[src/design/cnl_pkg.sv]
package cnl_pkg;

  localparam int TABLE_DEPTH = 256;
  localparam int ADDR_W      = (TABLE_DEPTH > 1) ? $clog2(TABLE_DEPTH) : 1;
  localparam int CNT_W       = $clog2(TABLE_DEPTH + 1);

  localparam int LEVEL_W     = 32;
  localparam int CODE_W      = 16;
  localparam int IDX_W       = 8;
  localparam int CFG_W       = 9;
  localparam int SUM_W       = 34;

  // common width for range checks against the table depth
  localparam int CHK_W       = (CFG_W > CNT_W) ? ((CFG_W > IDX_W) ? CFG_W : IDX_W)
                                               : ((CNT_W > IDX_W) ? CNT_W : IDX_W);

  localparam logic [CFG_W-1:0] ENTRIES_RESET = CFG_W'(256);

  localparam logic REQ_WRITE  = 1'b0;
  localparam logic REQ_LOOKUP = 1'b1;

  typedef logic [ADDR_W-1:0]         addr_t;
  typedef logic signed [LEVEL_W-1:0] level_t;
  typedef logic [CODE_W-1:0]         code_t;

  typedef enum logic [1:0] {
    ST_IDLE,
    ST_WALK,
    ST_DECIDE
  } state_t;

  typedef struct packed {
    logic   en;
    addr_t  addr;
    level_t level;
    code_t  code;
  } wr_port_t;

endpackage

[src/design/cnl_cmp.sv]
module cnl_cmp (
  input  logic signed [cnl_pkg::SUM_W-1:0]   lhs,
  input  logic signed [cnl_pkg::LEVEL_W-1:0] rhs_a,
  input  logic signed [cnl_pkg::LEVEL_W-1:0] rhs_b,
  output logic                               lt
);

  logic signed [cnl_pkg::SUM_W-1:0] rhs_sum;

  assign rhs_sum = cnl_pkg::SUM_W'(rhs_a) + cnl_pkg::SUM_W'(rhs_b);
  assign lt      = lhs < rhs_sum;

endmodule
[config.mk]
export PLATFORM = sky130hd
export DESIGN_NAME = cnl_cmp
export DESIGN_NICKNAME = d
export VERILOG_FILES = /design/src/design/cnl_pkg.sv /design/src/design/cnl_cmp.sv
export SDC_FILE = /design/constraint.sdc
export NUM_CORES = 1
export LEC_CHECK = 0
export BUFFER_PORTS_ARGS = -buffer_cell sky130_fd_sc_hd__buf_2
export CORE_MARGIN = 1
export CORE_UTILIZATION = 58
export DETAILED_ROUTE_END_ITERATION = 10
export GPL_TIMING_DRIVEN = 0
export PLACE_DENSITY = 0.95
export SLEW_MARGIN = 20
export SYNTH_ARGS = -nofsm -noshare
export SYNTH_HDL_FRONTEND = slang
export SYNTH_SLANG_ARGS = --single-unit
[constraint.sdc]
create_clock -name vclk -period 10.9
set_clock_uncertainty 0.2 [all_clocks]
set_input_delay 2.18 -clock vclk [all_inputs]
set_output_delay 2.18 -clock vclk [all_outputs]
set_load 0.05 [all_outputs]
After elaboration in Yosys (flattened, before gate mapping)
Index checks and enable logic that the tools add are counted.
Widths: inputs -> output; s select.

storage, ports and cells
  bits in registers = 0
  input port bits = 98
  output and inout bits = 1
  word-level logic and storage cells = 2

cells by class
  add/sub/neg operators = 1
  order comparisons = 1

operators by type and width
  cell            number
  $lt 34x33->1    1
  $add 32x32->33  1

Logic depth before layout (Yosys ltp)
Gate-level depths: netlist of run 1.

  word-level depth = 2
  depth in mapped cells = 15
  depth with buffers taken out = 15

Least setup slack after synthesis of run 1
No wires, ideal clock.

  path type = input-to-output
  start = input port rhs_a[0] (netlist bit)
  end = output port lt
  arrival = 5.836 ns
  required time = 8.520 ns
  path slack = 2.684 ns
  cell stages on the path = 15
  path buffers = 0
  cell sequence = ha_1 -> fa_1 -> nand3_1 -> a21oi_1 -> o31ai_2 -> a31oi_1 -> a2111oi_0 -> a211oi_1 -> ha_1 -> nand4_1 -> or3_1 -> nor2_1 -> nand2_1 -> o2111ai_1 -> xor2_1

between the ends
  word-level cells in the longest chain between the ends = 2

ends and longest elaborated chain
  element         RTL line       source
  from (decl)     cnl_cmp.sv:3   input logic signed [cnl_pkg::LEVEL_W-1:0] rhs_a,
  $add 32x32->33  cnl_cmp.sv:10  assign rhs_sum = cnl_pkg::SUM_W'(rhs_a) + cnl_pkg::SUM_W'(rhs_b);
  $lt 34x33->1    cnl_cmp.sv:11  assign lt = lhs < rhs_sum;
  to (decl)       cnl_cmp.sv:5   output logic lt

No other way between the ends.

Final worst setup path of run 1
Ends and elaborated chain as after synthesis.

==> flow_metrics.env, run 1 <==
export IMPL_intPower_mw=0.0996
export IMPL_crit_path_end_kind="primary output"
export IMPL_hold_violations=0
export IMPL_port_buffers=99
export IMPL_synth_top_area_share_pct=29.1
export IMPL_rows=24
export IMPL_grt_first_pass_wirelength_um=12100
export IMPL_p_leak_nw=1.68
export IMPL_ant_nets=0
export IMPL_met3_usage_pct=0.563
export IMPL_seq_cells=0
export IMPL_fmax_mhz=118
export IMPL_syn_area_mm2=0.00280
export IMPL_switching_share_pct=55.0
export IMPL_slew_headroom_pct=62.6
export IMPL_io_pins=99
export IMPL_path_class="input pin to primary output"
export IMPL_gr_total_overflow=0
export IMPL_cts_setup_buffers=0
export IMPL_dieArea_mm2=0.00510
export IMPL_synth_area_leader_cell="ha_1"
export IMPL_peakVddDrop_v=0.0000343
export IMPL_track_usage_pct=28.0
export IMPL_layout_commonest_cell="buf_2"
export IMPL_drc=0
export IMPL_hpwl_um=6400
export IMPL_avgRoutedWirePerCell_um=14.1
export IMPL_drt_pass1_iterations=5
export IMPL_grt_util_met2_pct=50.4
export IMPL_syn_nets=536
export IMPL_ys_seq_area_share_pct=0
export IMPL_antenna_found_initial=0
export IMPL_core_area_mm2=0.00450
export IMPL_post_dp_cell_area_mm2=0.00336
export IMPL_nets=637
export IMPL_crit_required_ns=8.52
export IMPL_finalMaxSlewViolations=0
export IMPL_fin_tns_setup_ns=0
export IMPL_fin_cells=523
export IMPL_syn_inst=372
export IMPL_seqCellArea_um2=0
export IMPL_area_delta_synth_final_pct=20.0
export IMPL_cap_violations=0
export IMPL_synth_area_top_cells="ha_1 (29%), a21oi_1 (7.2%), a21o_1 (5.4%), xnor2_1 (4.4%), nand4_1 (4.3%)"
export IMPL_place_inst=523
export IMPL_pwr_density_cell_mw_per_mm2=66.0
export IMPL_via_per_inst=6.28
export IMPL_use_met1_pct=38.5
export IMPL_final_cell_mix="buf_2 (104), ha_1 (65), a21oi_1 (40)"
export IMPL_clock_buffers=0
export IMPL_setup_violations=0
export IMPL_comb_power_share_pct=100.0
export IMPL_top_usage_layer="met2"
export IMPL_yosys_cell_types_count=60
export IMPL_worst_path_max_fanout=5
export IMPL_totalWireLength_um=7370
export IMPL_syn_area_per_cell_um2=7.52
export IMPL_hp_class="input pin to primary output"
export IMPL_status="finished clean"
export IMPL_grt_max_degree=11
export IMPL_cts_hold_buf=0
export IMPL_die_x_um=71.4
export IMPL_routabilityCongestion=0.880
export IMPL_die_h_um=71.4
export IMPL_fill_cells=354
export IMPL_period_minus_slack_ns=8.50
export IMPL_cts_resized=0
export IMPL_diodes=0
export IMPL_crit_path_start_kind="input pin"
export IMPL_drive_gt1_share_pct=27.8
export IMPL_grt_setup_unrepaired="false"
export IMPL_cp_arrival_ns=6.12
export IMPL_tightest_slew_ns=0.558
export IMPL_num_vias=3287
export IMPL_p_clk_share_pct=0
export IMPL_p_sw_mw=0.122
export IMPL_seqPwrFrac_pct=0
export IMPL_first_global_vias=2889
export IMPL_design_area_mm2=0.00336
export IMPL_fin_crit_sh_pct=78.0
export IMPL_drt_initial_drc_count=245
export IMPL_initial_utilization_pct=62.1
export IMPL_yosysWarningCount=0
layer usage:
| metal | routed length, um | vias up |
|---|---|---|
| li1 | - | 1642 |
| met1 | 3450 | 1493 |
| met2 | 3430 | 146 |
| met3 | 426 | 6 |
| met4 | 63 | 0 |
| met5 | 0 | - |
power by group through the flow:
stage | sequential [mW] | clock (mW) | combinational, mW
global placement | 0 | 0 | 0.208
floorplan | 0 | 0 | 0.161
CTS | 0 | 0 | 0.219
detailed placement | 0 | 0 | 0.217
finish | 0 | 0 | 0.222
global route | 0 | 0 | 0.247
cell usage after synthesis (all sizes together), types with 3 or more instances:
cell / n
a21oi: 45
nand4: 20
buf: 15
a21o: 20
nor3: 10
o311ai: 3
o21bai: 5
o21a: 5
nor2: 20
nand2b: 4
ha: 65
inv: 10
a211oi: 6
a31oi: 6
or3: 4
o21ai: 23
nand3: 17
xnor2: 14
o31ai: 5
nand2: 25
xor2: 12
a2111oi: 3
metrics by stage:
step                total power [mW]  worst slack, ns  util [%]  hold WS [ns]
global placement               0.208             2.52      74.5          4.68
detailed placement             0.217             2.46      74.5          4.70
finish                         0.222             2.40      74.5          4.69
CTS                            0.219             2.44      74.5          4.70
global route                   0.247             2.08      74.5          4.72
floorplan                      0.161             2.68         -          4.61
layout make-up:
class              instances  area [um2]  area share [%]
plain buffers             17         141            4.21
well taps                 52        65.1            1.94
repair buffers            99         495            14.8
inverters                 10        37.5            1.12
multi-input cells        345        2620            78.0
final timing paths:
check	end	cells after the start	slack, ns	from
hold / removal	lt	4	4.69	lhs[33]
setup / recovery	lt	17	2.40	rhs_a[0]
critical path: stages:
cell       delay, ns
buf_2           0.10
ha_1            0.23
fa_1            0.44
nand3_1         0.11
a21oi_1         0.14
o31ai_2         0.31
a31oi_1         0.28
a2111oi_0       0.51
a211oi_1        0.15
ha_1            0.31
nand4_1         0.09
or3_1           0.38
nor2_1          0.15
nand2_1         0.06
o2111ai_1       0.23
xor2_1          0.16
buf_2           0.28
cells by family after synthesis:
kind of cell             after synthesis  share of synthesized area [%]
AND/OR/NAND/NOR                      113                           21.3
XOR/XNOR                              26                           8.14
multiplexers                           1                          0.403
buffers and inverters                 27                           6.40
AO/OA/AOI/OAI                        139                           33.9
adder cells (fa/ha/maj)               66                           29.8
(Power assumes the default switching activity.)
==> inputs of run 2 (changes only) <==
--- a/config.mk
+++ b/config.mk
@@ -7,10 +7,10 @@
 export LEC_CHECK = 0
 export BUFFER_PORTS_ARGS = -buffer_cell sky130_fd_sc_hd__buf_2
 export CORE_MARGIN = 1
-export CORE_UTILIZATION = 58
+export CORE_UTILIZATION = 54
 export DETAILED_ROUTE_END_ITERATION = 10
 export GPL_TIMING_DRIVEN = 0
-export PLACE_DENSITY = 0.95
+export PLACE_DENSITY = 0.92
 export SLEW_MARGIN = 20
 export SYNTH_ARGS = -nofsm -noshare
 export SYNTH_HDL_FRONTEND = slang
==> constraint.sdc (replaced) <==
create_clock -name vclk -period 8.1
set_clock_uncertainty 0.2 [all_clocks]
set_input_delay 1.62 -clock vclk [all_inputs]
set_output_delay 1.62 -clock vclk [all_outputs]
set_load 0.05 [all_outputs]
==> run 2 against run 1 <==
Compared with the run above:
- non-clock buffer count unchanged
- global-route usage decreased by 0.76 points
- hold slack worse by 1.1 ns
- critical path depth did not move
==> flow_metrics.env, run 2 (synthesis results as in run 1) <==
export IMPL_die_x_um=74.0
export IMPL_port_buffers=99
export IMPL_rows=25
export IMPL_hold_ws_ns=3.60
export IMPL_final_cell_mix="buf_2 (104), ha_1 (65), a21oi_1 (40)"
export IMPL_via_per_inst=6.04
export IMPL_seqPwrFrac_pct=0
export IMPL_p_sw_mw=0.163
export IMPL_finish_utilization_pct=69.6
export IMPL_hp_class="input pin to primary output"
export IMPL_p_leak_nw=1.68
export IMPL_pwr_density_cell_mw_per_mm2=88.0
export IMPL_cts_hold_buf=0
export IMPL_layout_commonest_cell="buf_2"
export IMPL_intPower_mw=0.134
export IMPL_num_vias=3250
export IMPL_diodes=0
export IMPL_seq_cells=0
export IMPL_path_class="input pin to primary output"
export IMPL_core_area_mm2=0.00485
export IMPL_cp_arrival_ns=5.59
export IMPL_peakVddDrop_v=0.0000459
export IMPL_dieArea_mm2=0.00547
export IMPL_routabilityCongestion=0.955
export IMPL_totalWireLength_um=7490
export IMPL_place_inst=538
export IMPL_avgRoutedWirePerCell_um=13.9
export IMPL_grt_setup_unrepaired="false"
export IMPL_grt_first_pass_wirelength_um=12200
export IMPL_crit_path_end_kind="primary output"
export IMPL_area_delta_synth_final_pct=20.7
export IMPL_track_usage_pct=27.2
export IMPL_drt_pass1_iterations=5
export IMPL_drc=0
export IMPL_gr_total_overflow=0
export IMPL_fin_tns_setup_ns=0
export IMPL_hold_violations=0
export IMPL_setup_violations=0
export IMPL_crit_path_start_kind="input pin"
export IMPL_ant_nets=0
export IMPL_fin_crit_sh_pct=91.5
export IMPL_first_global_vias=2967
export IMPL_drive_gt1_share_pct=27.8
export IMPL_finalMaxSlewViolations=0
export IMPL_switching_share_pct=54.9
export IMPL_crit_start="rhs_a[0]"
export IMPL_cts_setup_buffers=0
export IMPL_grt_max_degree=11
export IMPL_clock_buffers=0
export IMPL_fin_cells=538
export IMPL_nets=637
export IMPL_io_pins=99
export IMPL_seqCellArea_um2=0
export IMPL_period_minus_slack_ns=7.41
export IMPL_antenna_found_initial=0
export IMPL_min_from="lhs[33]"
export IMPL_slew_headroom_pct=65.0
export IMPL_die_h_um=74.0
export IMPL_tightest_slew_ns=0.516
export IMPL_total_power_mw=0.297
export IMPL_status="finished clean"
export IMPL_initial_utilization_pct=57.7
export IMPL_crit_required_ns=6.28
export IMPL_drt_initial_drc_count=171
export IMPL_cap_violations=0
export IMPL_worst_path_max_fanout=5
export IMPL_fmax_mhz=135
export IMPL_cts_resized=0
export IMPL_p_clk_share_pct=0
export IMPL_comb_power_share_pct=100.0
export IMPL_hpwl_um=6580
run 2: cell counts in the layout (fill, tap and decap cells not counted):
No cell type changed its count.
run 2: layout make-up:
class | count | area [um2]
Buffer | 17 | 141
Fill cell | 427 | 1470
Inverter | 10 | 37.5
Multi-Input combinational cell | 345 | 2620
Tap cell | 67 | 83.8
Timing Repair Buffer | 99 | 495
run 2: per-stage QoR:
| step | cell area (um2) | worst slack (ns) |
|---|---|---|
| global placement | 3380 | 0.813 |
| detailed placement | 3380 | 0.781 |
| floorplan | 2800 | 1.00 |
| CTS | 3380 | 0.770 |
| global route | 3380 | 0.495 |
| finish | 3380 | 0.690 |
run 2: layer usage:
metal,up-vias,GRT usage (%),part of all wire (%)
li1,1637,-,-
met1,1499,35.3,44
met2,114,51.3,50
met3,0,1.36,5.5
met4,0,2.14,0
met5,-,0,0
run 2: worst paths after layout:
| kind | endpoint | depth (start not counted) |
|---|---|---|
| setup / recovery | lt | 17 |
| hold / removal | lt | 4 |
run 2: power groups by stage:
stage | Clock (mW) | Sequential, mW | Combinational, mW
after floorplan | 0 | 0 | 0.217
after global placement | 0 | 0 | 0.282
after detailed placement | 0 | 0 | 0.294
after CTS | 0 | 0 | 0.295
after global routing | 0 | 0 | 0.333
final | 0 | 0 | 0.297
run 2: worst max-delay path, stage by stage:
cell	delay (ns)
buf_2	0.10
ha_1	0.24
fa_1	0.43
nand3_1	0.12
a21oi_1	0.13
o31ai_2	0.36
a31oi_1	0.27
a2111oi_0	0.50
a211oi_1	0.16
ha_1	0.30
nand4_1	0.09
or3_1	0.38
nor2_1	0.16
nand2_1	0.07
o2111ai_1	0.23
xor2_1	0.15
buf_2	0.28
